`config.mk`:
```
export PLATFORM = sky130hd
export DESIGN_NAME = fpa_div_step
export DESIGN_NICKNAME = d
export VERILOG_FILES = /design/src/fpa_pkg.sv /design/src/fpa_div_step.sv
export SDC_FILE = /design/constraint.sdc
export NUM_CORES = 1
export LEC_CHECK = 0
export ABC_AREA = 1
export BUFFER_PORTS_ARGS = -buffer_cell sky130_fd_sc_hd__buf_4
export CORE_MARGIN = 5
export CORE_UTILIZATION = 35
export CTS_BUF_LIST = sky130_fd_sc_hd__clkbuf_8
export DETAILED_ROUTE_END_ITERATION = 7
export SYNTH_ARGS = -nofsm -noshare
export SYNTH_HDL_FRONTEND = slang
export SYNTH_SLANG_ARGS = --single-unit
```
`constraint.sdc`:
```
create_clock -name clk -period 0.8 [get_ports clk]
set_input_delay 0.16 -clock clk [delete_from_list [all_inputs] [get_ports clk]]
set_output_delay 0.16 -clock clk [all_outputs]
set_load 0.005 [all_outputs]
```
`src/fpa_pkg.sv`:
```
`timescale 1ns / 1ps

package fpa_pkg;

    // Operation codes carried on the input tuser
    localparam logic [1:0] KIND_ADD = 2'd0;
    localparam logic [1:0] KIND_SUB = 2'd1;
    localparam logic [1:0] KIND_MUL = 2'd2;
    localparam logic [1:0] KIND_DIV = 2'd3;

    // Configuration register indexes
    localparam logic CFG_TOTAL_BITS = 1'b0;
    localparam logic CFG_FRAC_BITS  = 1'b1;

    localparam logic [5:0] TOTAL_BITS_RST = 6'd32;
    localparam logic [4:0] FRAC_BITS_RST  = 5'd16;

    // Extra dividend bits from the fraction scaling (largest frac_bits)
    localparam int FRAC_MAX = 31;

    // Control that travels with each item down the pipeline
    typedef struct packed {
        logic       valid;
        logic [1:0] kind;
        logic       neg;    // quotient sign
        logic       bzero;  // divisor is zero
    } ctl_t;

endpackage

```
`src/fpa_div_step.sv`:
```
`timescale 1ns / 1ps

module fpa_div_step
    import fpa_pkg::*;
#(
    parameter int N  = 32,
    parameter int DW = N + FRAC_MAX
)
(
    input  logic          clk,
    input  logic          rst_n,
    input  logic          en,
    input  ctl_t          ctl_i,
    input  logic [N-1:0]  res_i,
    input  logic [DW-1:0] dvd_i,
    input  logic [N-1:0]  dsr_i,
    input  logic [N-1:0]  rem_i,
    input  logic [N-1:0]  quo_i,
    output ctl_t          ctl_o,
    output logic [N-1:0]  res_o,
    output logic [DW-1:0] dvd_o,
    output logic [N-1:0]  dsr_o,
    output logic [N-1:0]  rem_o,
    output logic [N-1:0]  quo_o
);

    logic [N:0]   trial;
    logic [N:0]   diff;
    logic         ge;
    logic [N-1:0] rem_next;

    // One restoring step: bring down the next dividend bit
    assign trial    = {rem_i, dvd_i[DW-1]};
    assign diff     = trial - {1'b0, dsr_i};
    assign ge       = (trial >= {1'b0, dsr_i});
    assign rem_next = ge ? diff[N-1:0] : trial[N-1:0];

    ctl_t          ctl_reg;
    logic [N-1:0]  res_reg;
    logic [DW-1:0] dvd_reg;
    logic [N-1:0]  dsr_reg;
    logic [N-1:0]  rem_reg;
    logic [N-1:0]  quo_reg;

    always_ff @(posedge clk or negedge rst_n)
    begin
        if (!rst_n)
        begin
            ctl_reg <= '0;
        end
        else if (en)
        begin
            ctl_reg <= ctl_i;
        end
    end

    // Only the low N quotient bits matter after wrapping
    always_ff @(posedge clk)
    begin
        if (en)
        begin
            res_reg       <= res_i;
            dvd_reg       <= {dvd_i[DW-2:0], 1'b0};
            dsr_reg       <= dsr_i;
            rem_reg       <= rem_next;
            quo_reg       <= {quo_i[N-2:0], ge};
        end
    end

    assign ctl_o = ctl_reg;
    assign res_o = res_reg;
    assign dvd_o = dvd_reg;
    assign dsr_o = dsr_reg;
    assign rem_o = rem_reg;
    assign quo_o = quo_reg;

endmodule

```
; Word level (Yosys, flattened, before mapping)
; Index checks and enable logic that the tools add are counted.
[totals]
mem_count = 0
latch_bits = 0
out_inout_bits = 196
register_bits = 195
mem_bits_ro = 0
wordCells = 12
ram_bits = 0
[classes]
bitwise_logic = 0
reduce_logical = 0
addsub = 1
n_div = 0
multipliers = 0
n_mux = 1
n_shift = 0
n_lt_le_gt_ge = 1
n_eq_ne = 0
[ops]
columns = operator, count
row1 = 33-bit by 32-bit >= comparator with 1-bit output, 1
row2 = 32-bit 2-to-1 mux, 1
row3 = 32-bit subtractor, 1

; Logic depth before layout (Yosys ltp)
[logic_depth]
depth_word = 2
mapped_depth = 17

; Least setup slack after synthesis
; OpenSTA, ideal clock, no wires.
[synth_timing]
path_kind = input-to-reg
from = input port dvd_i[62]
to = register rem_reg[16] (netlist: rem_o[16]) (data pin)
t_required_ns = 0.547
arrival_time_ns = 1.521
n_path_buf = 0
setup_ns = 0.253
slack_ns = -0.974
stages = 13
cell_sequence = inv_1 ha_1 fa_1 inv_1 nand3_1 nand3_1 nand2_1 nand3_1 nand3_1 nand2_1 nand2_1 nand3_1 nand2_1
[synth_via]
elab_chain_len = 2
[synth_lines]
columns = item, line_no
row1 = from (decl), fpa_div_step.sv:15  ; input logic [DW-1:0] dvd_i,
row2 = 32-bit subtractor or 33-bit by 32-bit >= comparator with 1-bit output (tied branches), "fpa_div_step.sv:34, fpa_div_step.sv:35"
row3 = 32-bit 2-to-1 mux *, fpa_div_step.sv:36  ; assign rem_next = ge ? diff[N-1:0] : trial[N-1:0];
row4 = via rem_next[16], fpa_div_step.sv:30  ; logic [N-1:0] rem_next;
row5 = to (signal assigned), fpa_div_step.sv:65  ; rem_reg <= rem_next;
row6 = to (decl), fpa_div_step.sv:42  ; logic [N-1:0] rem_reg;
; Mark *: on every way through the listed nets, which the timed path passes. The rest lies on a longest branch.
; A chain may end at the register's enable or synchronous reset.

; Worst setup path in the final report
[layout_timing]
from = input port rem_i[7]
to = register rem_reg[18] (netlist: rem_o[18]) (data pin)
[layout_via]
elab_chain_len = 2
[layout_lines]
columns = item, line_no
row1 = from (decl), fpa_div_step.sv:17  ; input logic [N-1:0] rem_i,
row2 = 32-bit subtractor or 33-bit by 32-bit >= comparator with 1-bit output (tied branches), "fpa_div_step.sv:34, fpa_div_step.sv:35"
row3 = 32-bit 2-to-1 mux *, fpa_div_step.sv:36
row4 = via rem_next[18], fpa_div_step.sv:30
; Marked as above.

==> parameters.txt <==
Parameter                              Value

Layout
  Fill count ... 1920
  Multi-input gate area ... 0.003423 mm²
  Final cell count without fillers ... around 1900
  Top library cells by usage in the layout, fill and taps aside ... buf_4, nand2_1, edfxtp_1
  Layout cells sized above 1 ... 47.97%
  Area added between synthesis and finish ... 87.68%
  Finished Core Util ... 66.95%
  Final Net Count ... approximately 1800
  Register Area ... 0.005831 mm²
  Most common cell after layout, fill and taps aside ... buf_4

Routing
  Violation count after the first detailed-route iteration ... 434
  Via count ... 8522
  Final routed wire length divided by cell count ... 17.83 µm
  DR pass1 iterations ... 5
  DR vias/cell ... between 4 and 5
  DRC Markers ... 0
  Number of nets with antenna violations after detailed routing ... 0
  Routed wire length ... between 30000 and 40000 µm

Min path
  Worst Hold Launch ... rem_i[22]
  Path category of the worst min-delay check ... in -> reg

Pwr
  Proportion of power drawn by flip-flops and latches ... approximately 47%
  Switching power ... 8.099 mW
  Power Dens Cells ... roughly 1600 mW/mm²
  Leakage Power ... 7.857 nW
  Worst IR Drop VDD ... 1041 µV
  Combinational share of power ... 28.5%
  Clock network fraction of design power ... 25.1%
  Internal power component ... 19.16 mW
  Design Power ... between 20 and 30 mW
  Sw Share ... just under 30%

Die
  Floorplan Core Area ... 0.02525 mm²
  Number of ports placed on the die boundary ... 395
  Row count ... 58
  Vertical extent of the die ... 170.4 µm
  Die Area ... around 0.029 mm²
  Starting density of the core ... 35.67%
  Die extent in x ... 170.4 µm

Clock tree
  TritonCTS clock tree ... yes
  CTS clock-pin slew for the worst setup and hold paths ... between 0.1 and 0.15 ns
  Clock buffer depth ... 2
  Clock insertion delay at the later pin of the skew report ... 0.46 ns
  Depth of the CTS H-tree ... 4
  Cell chosen for the clock root ... clkbuf_8
  Clock sink count ... 195
  CTS Buf Count ... 17

STA
  Fin Hold WS ... 0.06705 ns
  Final critical-path required period ... 1.435 ns
  Final number of max-transition violations ... 0
  Count of final setup violators ... 232
  Setup_tns ... -90.53 ns
  Unrepaired setup endpoints after global routing ... true
  Final worst path period share ... 179.3%
  Final critical-path setup slack ... -0.6346 ns
  Clock skew ... 0 ns
  Hold violation count in the final report ... 0
  Peak clock frequency supported by timing ... 0.6971 GHz

Setup path
  Sum of buffers and inverters on the critical path ... 2
  Kind of cell adding the most delay to the critical path ... simple AND/OR/NAND/NOR gates
  Critical path peak fanout ... 30
  R2R Path Start ... ctl_o[2]
  Path type of the worst setup path ... in -> reg
  Sort of element at the start of the critical path ... input pin
  Cell with the biggest individual delay on the critical path ... ha_4
  Kind of end point of the critical path ... flip-flop
  Crit path arrival time ... 1.66 ns
  Critical Path Max Stage Delay ... 0.30 ns
  Most Frequent Cell on Critical Path ... nand2_1
  Required time of the worst setup path ... 1.02 ns
  Critical Path Start ... rem_i[7]
  Cell-by-cell trace of the critical path ... buf_4, ha_4, nand2_4, nor2_4, nand2_1, nor2_2, nand2_1, nand3_2, nor2_4, nand2_8, inv_16, nand2_2, nand2_1

Run status
  Failing checks ... setup timing
  Status ... finished, violations left

Yosys
  Unique cell type count in the Yosys netlist ... 31
  Synthesized area per cell ... 10.57 µm²
  Area share of the largest cell type after synthesis ... 63.33%
  Number of register bits inferred by synthesis ... 195
  Largest area contributor in the netlist ... edfxtp_1
  Count of mapped cells out of synthesis ... 852
  Post-Syn Nets ... roughly 1100
  Count of synthesis-stage warnings from yosys ... 0
  Sequential cell area fraction in the yosys report ... 64.72%
  Synth area leaders ... edfxtp_1, nand2_1, inv_1, ha_1, nand3_1
  Synth Cell Area ... ~0.009 mm²

Global routing
  Pin count of the biggest net entering global routing ... 35
  Total global routing track utilization ... 22.51%
  Antenna violations before repair ... 1
  Via count of the first global-routing pass ... just over 9000
  Wire length of the first global-routing pass ... 50160 µm
  Remaining Overflow, GRT ... 0

Placement
  Count of port buffers added during placement ... 392
  Number of cells in the design after placement ... 1685
  Detailed Place HPWL ... 25200 µm
  Routability cong. ... about 0.88

Job
  Max-cap violations ... 0
[routing by layer]
| metal | wire [µm] | global-route usage (%) |
|---|---|---|
| met5 | 0 | 0 |
| met4 | 1079 | 7.014 |
| met3 | 2295 | 5.296 |
| met2 | 18200 | 42.92 |
| met1 | 12500 | 24.55 |
[cell type report]
class,count,area share [%]
Timing Repair Buffer,704,36.68
Sequential cell,195,34.49
Multi-Input combinational cell,497,20.25
Inverter,152,3.574
Tap cell,330,2.442
Clock buffer,17,1.384
Clock inverter,15,1.169
Antenna cell,1,0.01480
[final timing paths]
| path | endpoint | slack (ns) | cells past startpoint |
|---|---|---|---|
| max | rem_o[18] | -0.63 | 13 |
| min | rem_o[23] | 0.07 | 4 |
| max reg2reg | ctl_o[2] | 0.02 | 1 |
| min reg2reg | ctl_o[4] | 0.54 | 1 |
| max in group asynchronous | ctl_o[0] | -0.01 | 3 |
| min in group asynchronous | ctl_o[3] | 0.60 | 3 |
[cells by family (layout without fill, tap and decap cells)]
group	Yosys count	in the layout	share of synthesized area (%)
other	1	2	0.04163
buffers and inverters	160	888	7.250
flip-flops	195	195	64.72
adder cells (fa/ha/maj)	33	33	4.667
XOR/XNOR	14	14	1.361
AO/OA/AOI/OAI	25	25	1.444
multiplexers	5	5	0.6250
AND/OR/NAND/NOR	419	419	19.89
[synth_stat cells, drive strengths merged]
cell      n
nand3b   10
inv     152
edfxtp  190
a21oi    21
nor3      8
ha       32
or2       1
o21bai    2
o21ai     2
nand3    38
conb      1
fa        1
nor2     40
mux2      5
xnor2     1
nand4     2
nand2   312
buf       8
xor2     13
and2      8
dfrtp     5
[power groups by stage]
| stage | logic [mW] | registers [mW] | clock network, mW |
|---|---|---|---|
| floorplan | 2.17 | 12.9 | 0 |
| global placement | 6.15 | 12.8 | 0 |
| global route | 8.36 | 12.7 | 7.43 |
| detailed placement | 6.24 | 12.8 | 0 |
| finish | 7.77 | 12.7 | 6.83 |
| CTS | 7.58 | 12.6 | 7.07 |
[metrics by stage]
| stage | area [µm²] | setup WS (ns) |
|---|---|---|
| 4_1_cts | 16670 | -0.5834 |
| 5_1_grt | 16910 | -0.7094 |
| 2_1_floorplan | 9488 | -0.8927 |
| 3_3_place_gp | 13790 | -1.303 |
| 3_5_place_dp | 13790 | -1.290 |
| 6_report | 16910 | -0.6346 |
[repair_timing]
item	CTS	global route
hold endpoints to repair	185	1
buffers inserted	7	2
endpoints found under the setup margin	228	235
cloned	1	0
gates resized for setup	164	67
hold buffers	182	1
pin swaps	17	10
[registers in the layout (all words and copies together) (netlist names)]
name and count:
dsr_o 32, rem_o 32, res_o 32, quo_o 32, dvd_o 62, ctl_o 5
(Power assumes the default switching activity.)
