$ cat src/fpa_pkg.sv
`timescale 1ns / 1ps

package fpa_pkg;

    // Operation codes carried on the input tuser
    localparam logic [1:0] KIND_ADD = 2'd0;
    localparam logic [1:0] KIND_SUB = 2'd1;
    localparam logic [1:0] KIND_MUL = 2'd2;
    localparam logic [1:0] KIND_DIV = 2'd3;

    // Configuration register indexes
    localparam logic CFG_TOTAL_BITS = 1'b0;
    localparam logic CFG_FRAC_BITS  = 1'b1;

    localparam logic [5:0] TOTAL_BITS_RST = 6'd32;
    localparam logic [4:0] FRAC_BITS_RST  = 5'd16;

    // Extra dividend bits from the fraction scaling (largest frac_bits)
    localparam int FRAC_MAX = 31;

    // Control that travels with each item down the pipeline
    typedef struct packed {
        logic       valid;
        logic [1:0] kind;
        logic       neg;    // quotient sign
        logic       bzero;  // divisor is zero
    } ctl_t;

endpackage

$ cat src/fpa_back.sv
`timescale 1ns / 1ps

module fpa_back
    import fpa_pkg::*;
#(
    parameter int N = 32
)
(
    input  logic         clk,
    input  logic         rst_n,
    input  logic         en,
    input  ctl_t         ctl_i,
    input  logic [N-1:0] res_i,
    input  logic [N-1:0] rem_i,
    input  logic [N-1:0] quo_i,
    input  logic [5:0]   w,
    output logic         out_valid,
    output logic [31:0]  result_value,
    output logic         divide_by_zero
);

    localparam int IW = $clog2(N);

    logic [N-1:0]  quo_fix;
    logic [N-1:0]  val;
    logic [IW-1:0] top_idx;
    logic [31:0]   wrapped;
    logic          dbz;

    // Floor correction: -q-1 when inexact, -q when exact
    assign quo_fix = !ctl_i.neg ? quo_i : ((rem_i != '0) ? ~quo_i : N'(-quo_i));
    assign dbz     = (ctl_i.kind == KIND_DIV) && ctl_i.bzero;

    always_comb
    begin
        if (ctl_i.kind == KIND_DIV)
        begin
            val = ctl_i.bzero ? '0 : quo_fix;
        end
        else
        begin
            val = res_i;
        end
    end

    // Wrap to the width in use and sign-extend
    assign top_idx = IW'(w - 6'd1);

    always_comb
    begin
        for (int i = 0; i < 32; i++)
        begin
            if ((i < N) && (6'(i) < w))
            begin
                wrapped[i] = val[i % N];
            end
            else
            begin
                wrapped[i] = val[top_idx];
            end
        end
    end

    // Output register
    logic        valid_reg;
    logic [31:0] value_reg;
    logic        dbz_reg;

    always_ff @(posedge clk or negedge rst_n)
    begin
        if (!rst_n)
        begin
            valid_reg <= 1'b0;
        end
        else if (en)
        begin
            valid_reg <= ctl_i.valid;
        end
    end

    always_ff @(posedge clk)
    begin
        if (en)
        begin
            value_reg <= wrapped;
            dbz_reg   <= dbz;
        end
    end

    assign out_valid      = valid_reg;
    assign result_value   = value_reg;
    assign divide_by_zero = dbz_reg;

endmodule

$ cat config.mk
export PLATFORM = sky130hd
export DESIGN_NAME = fpa_back
export DESIGN_NICKNAME = d
export VERILOG_FILES = /design/src/fpa_pkg.sv /design/src/fpa_back.sv
export SDC_FILE = /design/constraint.sdc
export NUM_CORES = 1
export LEC_CHECK = 0
export ABC_CLOCK_PERIOD_IN_PS = 2500
export BUFFER_PORTS_ARGS = -buffer_cell sky130_fd_sc_hd__clkbuf_2
export CORE_MARGIN = 8
export CORE_UTILIZATION = 50
export DETAILED_ROUTE_END_ITERATION = 12
export GPL_TIMING_DRIVEN = 0
export PLACE_DENSITY = 0.8
export SETUP_SLACK_MARGIN = 0.5
export SLEW_MARGIN = 20
export SYNTH_ARGS = -nofsm -noshare
export SYNTH_HDL_FRONTEND = slang
export SYNTH_SLANG_ARGS = --single-unit
$ cat constraint.sdc
create_clock -name clk -period 2.5 [get_ports clk]
set_clock_uncertainty 0.1 [all_clocks]
set_input_delay 0.125 -clock clk [delete_from_list [all_inputs] [get_ports clk]]
set_output_delay 0.125 -clock clk [all_outputs]
set_load 0.03 [all_outputs]
# Yosys cells after proc, flatten, opt, wreduce, memory -nomap -nowiden
# Cells that the tools add are included.
dict set report totals {
  ff_bits 34
  output_inout_bits 34
}
dict set report op_classes {
  n_addsub 2
  magnitude_cmp 33
  eq_ne 1
  muxes 38
  bitwise_logic 1
  n_reduce_logical 2
}
# op n
set ops {}
lappend ops {{$mux 32} 4}
lappend ops {{$lt 5x6->1 const A} 16}
lappend ops {{$lt 4x6->1 const A} 8}
lappend ops {{$mux 1} 33}
lappend ops {{$neg 32->32} 1}
lappend ops {{$not 32->32} 1}
lappend ops {{$reduce_bool 32->1} 1}
lappend ops {{$lt 3x6->1 const A} 4}
lappend ops {{$lt 1x6->1 const A} 2}
lappend ops {{$lt 2x6->1 const A} 2}
lappend ops {{$lt 5x6->1 const B} 1}
lappend ops {{$bmux 1 s5} 1}
lappend ops {{$sub 5x1->5 const B} 1}
lappend ops {{$eq 2x2->1 const B} 1}
lappend ops {{$logic_and 1x1->1} 1}

# Longest topological paths before layout
dict set report depth {
  word_depth 8
  depth_mapped 13
}

# Least setup slack after synthesis
# No wires, ideal clock.
dict set report synth_path {
  kind {input -> register}
  from {input quo_i[16]}
  to {register value_reg[20], in the netlist result_value[20] (data pin)}
  arrival_time_ns 3.336
  required_time_ns 2.140
  path_slack_ns -1.196
  cell_stages 11
  n_path_buf 2
  cell_sequence {or4_1 > buf_2 > or4_4 > nor4_4 > mux2_1 > a2111oi_0 > a31oi_1 > a2111o_1 > and4_1 > buf_2 > mux2_2}
}
dict set report synth_via {
  elab_chain_len 8
  elab_cells_between_ends 9
  cone_classes {1 x add/sub; 7 x mux; 1 x bitwise}
}
# element line_no
set synth_lines {}
lappend synth_lines {{start, declared} fpa_back.sv:15} ;# input logic [N-1:0] quo_i,
lappend synth_lines {{$neg 32->32 / $not 32->32 (equally long branches)} fpa_back.sv:31} ;# assign quo_fix = !ctl_i.neg ? quo_i : ((rem_i != '0) ? ~quo_i : N'(-quo_i));
lappend synth_lines {{$mux 32} fpa_back.sv:31}
lappend synth_lines {{$mux 32 (*)} fpa_back.sv:31}
lappend synth_lines {{$mux 32 (*)} fpa_back.sv:38} ;# val = ctl_i.bzero ? '0 : quo_fix;
lappend synth_lines {{$mux 32 (*)} fpa_back.sv:36} ;# if (ctl_i.kind == KIND_DIV)
lappend synth_lines {{$bmux 1 s5} fpa_back.sv:59} ;# wrapped[i] = val[top_idx];
lappend synth_lines {{$mux 1 (implied by the code)} fpa_back.sv:59}
lappend synth_lines {{$mux 1 (*)} fpa_back.sv:53} ;# if ((i < N) && (6'(i) < w))
lappend synth_lines {{via wrapped[20]} fpa_back.sv:27} ;# logic [31:0] wrapped;
lappend synth_lines {{end signal, assigned} fpa_back.sv:85} ;# value_reg <= wrapped;
lappend synth_lines {{end, declared} fpa_back.sv:66} ;# logic [31:0] value_reg;
# The timed path passes the listed nets; every way through them passes the cells marked *. The select of a mux whose other input is x is not followed.
# A chain may end at the register's enable or synchronous reset.

# Worst setup path after layout
dict set report layout_path {
  from {input quo_i[3]}
  to {register value_reg[19], in the netlist result_value[19] (data pin)}
}
# Same word-level chain as after synthesis.

==> metrics list <==
- Clock tree from TritonCTS: yes
- For this run, asynchronously set or reset flops after synthesis account for 0.0294.
- Post-Layout Inst Area: 5710 µm²
- Minimum period implied by the final worst setup slack: 3.26 ns
* Antenna violations before repair: 0
- Dpl ws: -1.48 ns
- Mapped Nets: 579
- The floorplan step defined a die boundary enclosing 11200 µm².
- The initialized floorplan defines 32 standard-cell rows.
* Number of distinct library cells after synthesis: 78
- Total via count after detailed routing: 4994
- In this run the critical register-to-register path is launched from out_valid.
- The min-delay analysis places its worst path in the category in -> async.
- Bufs on Longest Clock Path: 2
- Starting Density: 0.519
* Setup violation total in the final timing report: 32
* DR DRC count: 0
- The final count of hold timing violations was 0.
- Crit Path Max Fanout: 7
- Overall power consumption: 2.37 mW
* Number of enable flip-flop cells after synthesis: 33
* Residual overflow from global routing: 0
- Fraction of post-synthesis cell area in the top cell type by area: 0.246
* Die boundary height: 106 µm
- Once placement finished, the instance area stood at 4940 µm².
- In the layout the commonest cells are clkbuf_2, nand2_1, nor2_1.
- Entering global routing, the biggest net connects 35 pins.
- DP HPWL: 12800 µm
* Utilization after layout: 0.735
- CP Class: in -> reg
* GRT Overall Usage: 0.285
- Hold timing on the final database bottoms out at a slack of 0.0476 ns.
* Proportion of synthesized chip area in sequential cells: 0.252
* Leakage power summed over all cells: 2.25 nW
- Antenna cell count: 0
- After the first detailed-routing iteration, the DRC count stood at 434.
* Number of max-cap violations: 0
- STA classifies the critical path startpoint as a primary input.
* Register bit count reported by yosys: 34
- The root buffer cell chosen for the clock tree is clkbuf_8.
* CTS buffer count: 5
- In this run the count of I/O pins placed on the die edge is 144.
* Data arrival time at the worst-slack endpoint: 3.20 ns
- The final reports fail on setup timing.
- In this run the critical register-to-register path is captured at out_valid.
- Worst Tran Pin Value: 0.934 ns
- The library cell used most frequently in the layout, excluding fill and tap cells, is clkbuf_2.
- First-pass GRT wire length: 25800 µm
* Fin. max-slew vios: 0
- Cell area power density: 416 nW/µm²
- A synthesized cell averages 8.65 µm².
- Relative slew margins: 0.369
- For the worst-skew pair, the clock arrives at the later sink with an insertion delay of 0.28 ns.
* Post-DRT Antenna Nets: 0
- Layout overhead on the synthesized area: 41.6%
- The synthesized design spends more area on one cell type than any other, namely edfxtp_1.
- Of the available clock period, the critical path in the final layout requires 1.30.
- The Yosys step of the flow raised 0 warnings.
- After synthesis the cells add up to 4030 µm².
* Clock-pin slew on the worst setup and hold paths: 0.06 ns
* FF-to-FF path depth: 1
- The worst-case IR drop observed on VDD is 0.202 mV.
- Wires add up to 17100 µm.
- At the end of the flow, the number of nets in the layout was 761.
- Based on the critical path, the design can be clocked at up to 0.307 GHz.
- Fin worst setup slack: -0.759 ns
* Most instantiated flip-flop cell in the synthesis netlist: edfxtp_1
* Number of instances in the synthesized netlist: 466
- In the post-synthesis netlist, the biggest area contributors are edfxtp_1, mux2i_4, nand2_1, nor2_1, o21ai_0.
* Kind of end point of the critical path: flop
- Drt pass-1 iters: 5
* CP required: 2.44 ns
* Vias in the first global route: 5039
- For flop-to-flop paths, the worst setup slack is 1.65 ns.
* Routability congestion estimate from global placement: 0.984
- Horizontal die dimension: 106 µm
- Share of layout cells above drive strength 1: 0.431
* Vias per Instance: 6.65
- Count of clock tree sinks: 34
- Setup repair after global routing could not meet its margin everywhere.
* Result of the run: complete, but fails checks
* Core Region: 7770 µm²
- Input and output buffers added on the ports amount to 142.
- Mean routed wirelength per cell: 22.7 µm
- The clock tree synthesis step divided the H-tree into 2 levels.
==> worst max-delay path by stage <==
stage / end / cells after the start / start / slack (ns)
finish: result_value[19] / 12 / quo_i[3] / -0.76
global route: result_value[19] / 13 / rem_i[17] / -0.82
CTS: result_value[19] / 12 / quo_i[18] / -0.79
detailed placement: result_value[0] / 11 / rem_i[11] / -1.48
global placement: result_value[19] / 12 / quo_i[19] / -1.42
floorplan: result_value[19] / 11 / quo_i[19] / -1.07
==> power breakdown <==
group | switching, mW | total (mW) | internal (mW)
clock | 0.199 | 0.421 | 0.222
combinational | 0.707 | 1.22 | 0.512
sequential | 0.0175 | 0.735 | 0.717
total | 0.923 | 2.37 | 1.45
==> cell families (layout without fill, tap and decap cells) <==
group | Yosys count | count (layout) | synth area share
and+or+nand+nor | 196 | 196 | 0.290
AOI/OAI and AO/OA | 150 | 150 | 0.276
DFF | 34 | 34 | 0.252
buffers and inverters | 42 | 225 | 0.0437
adders and majority gates | 3 | 3 | 0.00931
muxes | 28 | 28 | 0.101
xor gates and xnor gates | 13 | 13 | 0.0282
==> metal layers <==
layer	global-route usage	routed length (µm)	vias up
met5	0	0	-
met4	0.167	749	0
met3	0.0633	2010	65
met2	0.456	7790	416
met1	0.344	6510	2287
li1	-	-	2226
==> worst max-delay path, stage by stage <==
cell and delay, ns:
clkbuf_2 0.17, nor4_4 0.38, nand4b_4 0.18, or4_4 0.56, buf_6 0.15, o41ai_4 0.29, mux2_4 0.36, o221ai_2 0.21
a22oi_2 0.14, and4_1 0.23, buf_6 0.13, mux2_4 0.27
==> Yosys cell counts (all sizes together) (3+ instances only) <==
| library cell | number |
|---|---|
| xnor2 | 7 |
| a22oi | 10 |
| a32o | 5 |
| o31ai | 4 |
| nand2b | 7 |
| a221oi | 8 |
| xor2 | 6 |
| or2 | 9 |
| and4 | 3 |
| a211oi | 7 |
| nand3 | 9 |
| o311a | 3 |
| ha | 3 |
| buf | 7 |
| o311ai | 3 |
| o211ai | 6 |
| or4 | 8 |
| mux2 | 11 |
| inv | 7 |
| nor3b | 6 |
| o21ai | 25 |
| nand4 | 12 |
| or3 | 12 |
| nor4 | 21 |
| nor2b | 3 |
| mux2i | 17 |
| edfxtp | 33 |
| and2 | 4 |
| nor4b | 3 |
| a21oi | 32 |
| nor3 | 10 |
| a2111oi | 4 |
| a31oi | 13 |
| nor2 | 35 |
| nand2 | 44 |
| and3 | 4 |
| clkbuf | 27 |
| o41ai | 6 |
==> final cells by class <==
cell class | instances | area [µm²]
Multi-Input combinational cell | 390 | 3190
Fill cell | 603 | 2060
Timing Repair Buffer | 175 | 1070
Sequential cell | 34 | 1020
Buffer | 34 | 186
Tap cell | 102 | 128
Clock buffer | 7 | 86.3
Inverter | 8 | 30.0
Clock inverter | 1 | 5.00
==> sequential cells by signal (all words and copies together) (netlist names) <==
| signal | count |
|---|---|
| result_value | 32 |
| divide_by_zero | 1 |
| out_valid | 1 |
==> through the flow <==
step / std cells / setup TNS [ns]
global placement: 710 / -42.93
global route: 751 / -23.38
finish: 751 / -21.80
floorplan: 466 / -28.92
CTS: 741 / -22.45
detailed placement: 710 / -45.62
==> repair_timing <==
action | in CTS | in global routing
setup buffers | 19 | 10
setup endpoints to repair | 32 | 32
gates cloned | 2 | 0
resized for setup | 29 | 50
pin swaps | 12 | 12
endpoints found under the hold margin | 2 | 0
hold buffers | 2 | 0
No activity file was read; power rests on OpenSTA's default activity.
