## src/fpa_pkg.sv

```systemverilog
`timescale 1ns / 1ps

package fpa_pkg;

    // Operation codes carried on the input tuser
    localparam logic [1:0] KIND_ADD = 2'd0;
    localparam logic [1:0] KIND_SUB = 2'd1;
    localparam logic [1:0] KIND_MUL = 2'd2;
    localparam logic [1:0] KIND_DIV = 2'd3;

    // Configuration register indexes
    localparam logic CFG_TOTAL_BITS = 1'b0;
    localparam logic CFG_FRAC_BITS  = 1'b1;

    localparam logic [5:0] TOTAL_BITS_RST = 6'd32;
    localparam logic [4:0] FRAC_BITS_RST  = 5'd16;

    // Extra dividend bits from the fraction scaling (largest frac_bits)
    localparam int FRAC_MAX = 31;

    // Control that travels with each item down the pipeline
    typedef struct packed {
        logic       valid;
        logic [1:0] kind;
        logic       neg;    // quotient sign
        logic       bzero;  // divisor is zero
    } ctl_t;

endpackage

```

## src/fpa_front.sv

```systemverilog
`timescale 1ns / 1ps

module fpa_front
    import fpa_pkg::*;
#(
    parameter int N  = 32,
    parameter int DW = N + FRAC_MAX
)
(
    input  logic          clk,
    input  logic          rst_n,
    input  logic          en,
    input  logic          in_valid,
    input  logic [1:0]    kind,
    input  logic [31:0]   a_raw,
    input  logic [31:0]   b_raw,
    input  logic [5:0]    w,
    input  logic [4:0]    frac,
    output ctl_t          ctl_o,
    output logic [N-1:0]  res_o,
    output logic [DW-1:0] dvd_o,
    output logic [N-1:0]  dsr_o
);

    localparam int IW = $clog2(N);

    logic [IW-1:0] top_idx;
    logic [N-1:0]  a_ext;
    logic [N-1:0]  b_ext;

    // Sign extension from the width in use
    assign top_idx = IW'(w - 6'd1);

    always_comb
    begin
        for (int i = 0; i < N; i++)
        begin
            if (6'(i) < w)
            begin
                a_ext[i] = a_raw[i];
                b_ext[i] = b_raw[i];
            end
            else
            begin
                a_ext[i] = a_raw[top_idx];
                b_ext[i] = b_raw[top_idx];
            end
        end
    end

    // Stage 1: operands
    logic               v1_reg;
    logic [1:0]         kind1_reg;
    logic signed [N-1:0] a1_reg;
    logic signed [N-1:0] b1_reg;

    always_ff @(posedge clk or negedge rst_n)
    begin
        if (!rst_n)
        begin
            v1_reg <= 1'b0;
        end
        else if (en)
        begin
            v1_reg <= in_valid;
        end
    end

    always_ff @(posedge clk)
    begin
        if (en)
        begin
            kind1_reg <= kind;
            a1_reg    <= a_ext;
            b1_reg    <= b_ext;
        end
    end

    // Stage 2: product, sum, divider setup
    logic [N-1:0]          amag;
    logic [N-1:0]          bmag;
    logic [N-1:0]          sum;
    logic signed [2*N-1:0] prod;

    assign amag = a1_reg[N-1] ? N'(-a1_reg) : N'(a1_reg);
    assign bmag = b1_reg[N-1] ? N'(-b1_reg) : N'(b1_reg);
    assign sum  = (kind1_reg == KIND_SUB) ? N'(a1_reg - b1_reg) : N'(a1_reg + b1_reg);
    assign prod = a1_reg * b1_reg;

    ctl_t                  ctl2_reg;
    logic [N-1:0]          sum2_reg;
    logic signed [2*N-1:0] p2_reg;
    logic [DW-1:0]         dvd2_reg;
    logic [N-1:0]          dsr2_reg;

    always_ff @(posedge clk or negedge rst_n)
    begin
        if (!rst_n)
        begin
            ctl2_reg <= '0;
        end
        else if (en)
        begin
            ctl2_reg.valid <= v1_reg;
            ctl2_reg.kind  <= kind1_reg;
            ctl2_reg.neg   <= a1_reg[N-1] ^ b1_reg[N-1];
            ctl2_reg.bzero <= (b1_reg == '0);
        end
    end

    always_ff @(posedge clk)
    begin
        if (en)
        begin
            sum2_reg       <= sum;
            p2_reg         <= prod;
            dvd2_reg       <= DW'(amag) << frac;
            dsr2_reg       <= bmag;
        end
    end

    // Stage 3: floor shift of the product
    logic signed [2*N-1:0] p_shift;

    assign p_shift = p2_reg >>> frac;

    ctl_t          ctl3_reg;
    logic [N-1:0]  res3_reg;
    logic [DW-1:0] dvd3_reg;
    logic [N-1:0]  dsr3_reg;

    always_ff @(posedge clk or negedge rst_n)
    begin
        if (!rst_n)
        begin
            ctl3_reg <= '0;
        end
        else if (en)
        begin
            ctl3_reg <= ctl2_reg;
        end
    end

    always_ff @(posedge clk)
    begin
        if (en)
        begin
            res3_reg       <= (ctl2_reg.kind == KIND_MUL) ? p_shift[N-1:0] : sum2_reg;
            dvd3_reg       <= dvd2_reg;
            dsr3_reg       <= dsr2_reg;
        end
    end

    assign ctl_o = ctl3_reg;
    assign res_o = res3_reg;
    assign dvd_o = dvd3_reg;
    assign dsr_o = dsr3_reg;

endmodule

```

## config.mk

```make
export PLATFORM = sky130hd
export DESIGN_NAME = fpa_front
export DESIGN_NICKNAME = d
export VERILOG_FILES = /design/src/fpa_pkg.sv /design/src/fpa_front.sv
export SDC_FILE = /design/constraint.sdc
export NUM_CORES = 2
export LEC_CHECK = 0
export ABC_AREA = 1
export BUFFER_PORTS_ARGS = -buffer_cell sky130_fd_sc_hd__buf_4
export CAP_MARGIN = 25
export CELL_PAD_IN_SITES_DETAIL_PLACEMENT = 1
export CELL_PAD_IN_SITES_GLOBAL_PLACEMENT = 2
export CORE_UTILIZATION = 40
export DETAILED_ROUTE_END_ITERATION = 8
export PLACE_DENSITY = 0.84
export SETUP_SLACK_MARGIN = 0.02
export SLEW_MARGIN = 20
export SYNTH_ARGS = -nofsm -noshare
export SYNTH_HDL_FRONTEND = slang
export SYNTH_SLANG_ARGS = --single-unit
```

## constraint.sdc

```tcl
create_clock -name clk -period 9.09 [get_ports clk]
set_input_delay 2.727 -clock clk [delete_from_list [all_inputs] [get_ports clk]]
set_output_delay 2.727 -clock clk [all_outputs]
set_load 0.1 [all_outputs]
```

### Word-level counts from Yosys, hierarchy flattened

Index checks and enable logic that the tools add are counted.

* bits in registers: 395
* input bits: 81
* output and inout bits: 132
* logic and storage cells: 137

* $add $sub $neg: 5
* multipliers: 1
* $lt $le $gt $ge: 33
* eq/ne operators: 2
* shifts and indexed selects: 2
* muxes and demuxes: 72
* bitwise gates (word level): 1
* reductions and logical operators: 1

Operators with widths (number)
* < comparator 5 x 6 -> 1 bit, first input constant: 16
* 2-to-1 mux 32 bit: 3
* 2-to-1 mux 1 bit: 66
* multiplier 32 x 32 -> 64 bit: 1
* negation 32 bit: 2
* >>> shifter 64 x 5 -> 32 bit: 1
* left shift 32 x 5 -> 63 bit: 1
* < comparator 4 x 6 -> 1 bit, first input constant: 8
* adder 32 bit: 1
* zero test 32 bit: 1
* subtractor 32 bit: 1
* 2-to-1 mux 31 bit: 1
* < comparator 3 x 6 -> 1 bit, first input constant: 4
* < comparator 1 x 6 -> 1 bit, first input constant: 2
* < comparator 2 x 6 -> 1 bit, first input constant: 2
* binary-select mux 1 bit (select 5 bit): 2
* < comparator 5 x 6 -> 1 bit, second input constant: 1
* subtractor 5 x 1 -> 5 bit, second input constant: 1
* == test 2 x 1 -> 1 bit, second input constant: 1
* == test 2 bit, second input constant: 1
* XOR 1 bit: 1

### Longest topological paths before layout

* word-level depth: 4
* mapped depth: 32
* depth with buffers taken out: 29

### Worst setup path after synthesis

OpenSTA, ideal clock, no wires.

* path kind: reg2reg
* from: register a1_reg[31]
* to: register p2_reg[56] (data pin)
* library setup time: 260 ps
* arrival: 7661 ps
* slack: 1169 ps
* cell stages (with the launch flop): 31
* path through: edfxtp_1 buf_2 buf_2 buf_2 buf_2 buf_1 nand2_1 inv_1 ha_1 fa_1 fa_1 inv_1 fa_1 inv_1 fa_1 fa_1 inv_1 fa_1 inv_1 fa_1 ha_1 nand2_1 nor2_1 inv_1 nor2_1 inv_1 nor2_1 nand3_1 nand3_1 a21boi_1 xnor2_1

* cells in the longest elaborated chain, start to end: 1

Ends and longest elaborated chain
* start, declared: line fpa_front.sv:54 `logic signed [N-1:0] a1_reg;`
* start signal, assigned: line fpa_front.sv:74 `a1_reg <= a_ext;`
* multiplier 32 x 32 -> 64 bit: line fpa_front.sv:88 `assign prod = a1_reg * b1_reg;`
* named net prod[56]: line fpa_front.sv:83 `logic signed [2*N-1:0] prod;`
* end signal, assigned: line fpa_front.sv:116 `p2_reg <= prod;`
* end, declared: line fpa_front.sv:92 `logic signed [2*N-1:0] p2_reg;`

The timed path passes the listed nets, and every way through them passes these cells.
A chain may end at the register's enable or synchronous reset.

### Final worst setup path

* from: register a1_reg[29]
* to: register p2_reg[57] (data pin)

The elaborated chain is that of the path after synthesis.

==> results.json <==
{
  "post-dp-hpwl_um": 181100,
  "yosys.area_share.simple_pct": 18.80,
  "syn_area_sq_um": 60280,
  "wire_per_inst_um": 23.00,
  "layout_commonest_cell": "nand2_1",
  "yosysTopAreaCellShare_pct": 35.67,
  "synthTopCellsByArea": "fa_1 36%, edfxtp_1 19%, nand2_1 12%",
  "dr.pass1.iters": 5,
  "synth-xor-area-share_pct": 1.829,
  "fmax_mhz": 119.7,
  "synth-seq-cells": 394,
  "maxSlewHeadroom_pct": 25.36,
  "synth-main-ff-cell": "edfxtp_1",
  "die_w_um": 390.2,
  "rr_startpoint": "a1_reg[29]$_DFFE_PP_",
  "synth_compound_area_share_pct": 5.963,
  "cp_common_cell": "fa_1",
  "worst-path-buf-inv": 7,
  "numCtsBuffers": 45,
  "syn_area_per_cell_sq_um": 8.209,
  "max_stage_delay_ps": 1080,
  "insertion_delay_ps": 630,
  "htreeDepth": 2,
  "initial_core_util_pct": 40.25,
  "grt_max_degree": 176,
  "cp_max_fo": 20,
  "start_kind": "flip-flop",
  "num_rows": 142,
  "layout.nets": 8748,
  "routed_wl_um": 217000,
  "vias": 49040,
  "synth_edf_count": 383,
  "die_h_um": 390.2,
  "finalCriticalPeriod_ps": 8355,
  "required_ps": 9480,
  "yosys.cell_types.count": 61,
  "synth_largest_area_cell": "fa_1",
  "antenna_found_initial": 6,
  "skew_ps": 38.47,
  "drc": 0,
  "tightest_slew_ps": 1120,
  "cts_resized": 0,
  "gp_congestion": 0.9377,
  "rsz0062_at_grt": "false",
  "cpMaxStageDelayCell": "edfxtp_1",
  "hold_end": "dsr_o[18]$_DFFE_PP_",
  "rrSetupSlack_ps": 730,
  "synth_top_family_by_area": "adder cells",
  "area_growth_pct": 9.255,
  "ios": 213,
  "grt_pass1_vias": 54630,
  "synth_seq_area_share_pct": 19.54,
  "critical-path-top-delay-family": "adder cells",
  "coreArea_sq_um": 149800,
  "holdCritPathClass": "flip-flop to flip-flop",
  "syn_inst": 7343,
  "min_path_cells": 0,
  "clock_path_buffers": 3,
  "setup_tns_ps": 0,
  "numClockSinks": 394,
  "postCtsSetupBuffers": 0,
  "worstSetupPathType": "flip-flop to flip-flop",
  "synth_fa_ha_area_share_pct": 40.19,
  "grt-ovfl-total": 0,
  "ys_warn_count": 0,
  "outcome": "complete, no violations",
  "setup_violations": 0,
  "cts_tree": "built",
  "syn_nets": 8716,
  "cts_root_buf": "clkbuf_16",
  "cts_hold_buf": 0,
  "hold_viol": 0,
  "grtUsageTotal_pct": 29.13,
  "ant_nets": 0,
  "drv_slew": 0,
  "r2r-end": "p2_reg[57]$_DFFE_PP_",
  "die_area_sq_um": 152300,
  "final_cell_mix": "1928 x nand2_1, 1666 x inv_1, 1074 x fa_1",
  "arrival_ps": 8750,
  "r2r_cells": 27,
  "maxCapViolCount": 0,
  "grt_pass1_wl_um": 334400,
  "port_buffers": 212,
  "viasPerCell": 5.199,
  "period_share_pct": 91.92,
  "drt-initial-drc-count": 3339,
  "drive_above_1_share_pct": 7.245,
  "endpoint_kind": "flip-flop",
  "min_from": "dsr2_reg[18]$_DFFE_PP_",
  "ys_async_sr_fraction_pct": 2.792,
  "synth.area.mux_share_pct": 0.4317,
  "clk_pin_slew_ps": 70
}
## area by class of cell
cell class	count	area, sq um
diodes	4	10.01
clock buffers	52	1182
clock inverters	32	429.2
fillers	17910	83920
well taps	2016	2522
flip-flops and latches	394	11780
repair buffers	375	3055
multi-input cells	4866	40520
inverters	1693	6361
## Yosys cell counts, drive strengths merged, types with 25 or more instances
| cell type | n |
|---|---|
| buf | 172 |
| nand2 | 1936 |
| ha | 218 |
| nor3 | 41 |
| nand4 | 25 |
| xnor2 | 34 |
| xor2 | 91 |
| inv | 1690 |
| clkbuf | 218 |
| mux2i | 26 |
| edfxtp | 383 |
| o21ai | 369 |
| a31oi | 36 |
| nand3 | 372 |
| a21oi | 147 |
| fa | 1074 |
| nor2 | 371 |
## routing by layer
| layer | GRT usage [%] | wire, um | vias up |
|---|---|---|---|
| li1 | - | - | 22030 |
| met1 | 36.93 | 90000 | 25410 |
| met2 | 51.56 | 108300 | 1249 |
| met3 | 2.933 | 10160 | 346 |
| met4 | 10.14 | 8443 | 6 |
| met5 | 0 | 49 | - |
## how the worst max path moves through the flow
stage	to	startpoint	cells after the start	slack, ps
final	p2_reg[57]$_DFFE_PP_	a1_reg[29]$_DFFE_PP_	27	730
after global routing	p2_reg[59]$_DFFE_PP_	b1_reg[9]$_DFFE_PP_	24	260
after CTS	p2_reg[55]$_DFFE_PP_	b1_reg[9]$_DFFE_PP_	23	710
after detailed placement	p2_reg[59]$_DFFE_PP_	b1_reg[9]$_DFFE_PP_	24	680
after global placement	p2_reg[59]$_DFFE_PP_	b1_reg[9]$_DFFE_PP_	23	730
after floorplan	p2_reg[56]$_DFFE_PP_	a1_reg[31]$_DFFE_PP_	30	1170
## logic make-up after synthesis
group | count (synthesis)
flip-flops | 394
AO/OA/AOI/OAI | 652
buffers and inverters | 2083
multiplexers | 26
adder cells (fa/ha/maj) | 1292
AND/OR/NAND/NOR | 2771
XOR/XNOR | 125
## through the flow
step / std cells / hold slack (ps) / util, % / cell area (sq um) / worst slack, ps
CTS: 9423 / 415.2 / 43.91 / 65770 / 706.8
floorplan: 7343 / 400.3 / - / 60280 / 1169
finish: 9432 / 415.3 / 43.97 / 65860 / 734.7
global route: 9428 / 423.1 / 43.97 / 65850 / 263.8
global placement: 9337 / 401.5 / 42.80 / 64100 / 728.0
detailed placement: 9339 / 406.2 / 42.83 / 64160 / 684.0
Power is not shown: default switching activity piles up to over one toggle a cycle in this logic, so the estimate is an artifact.
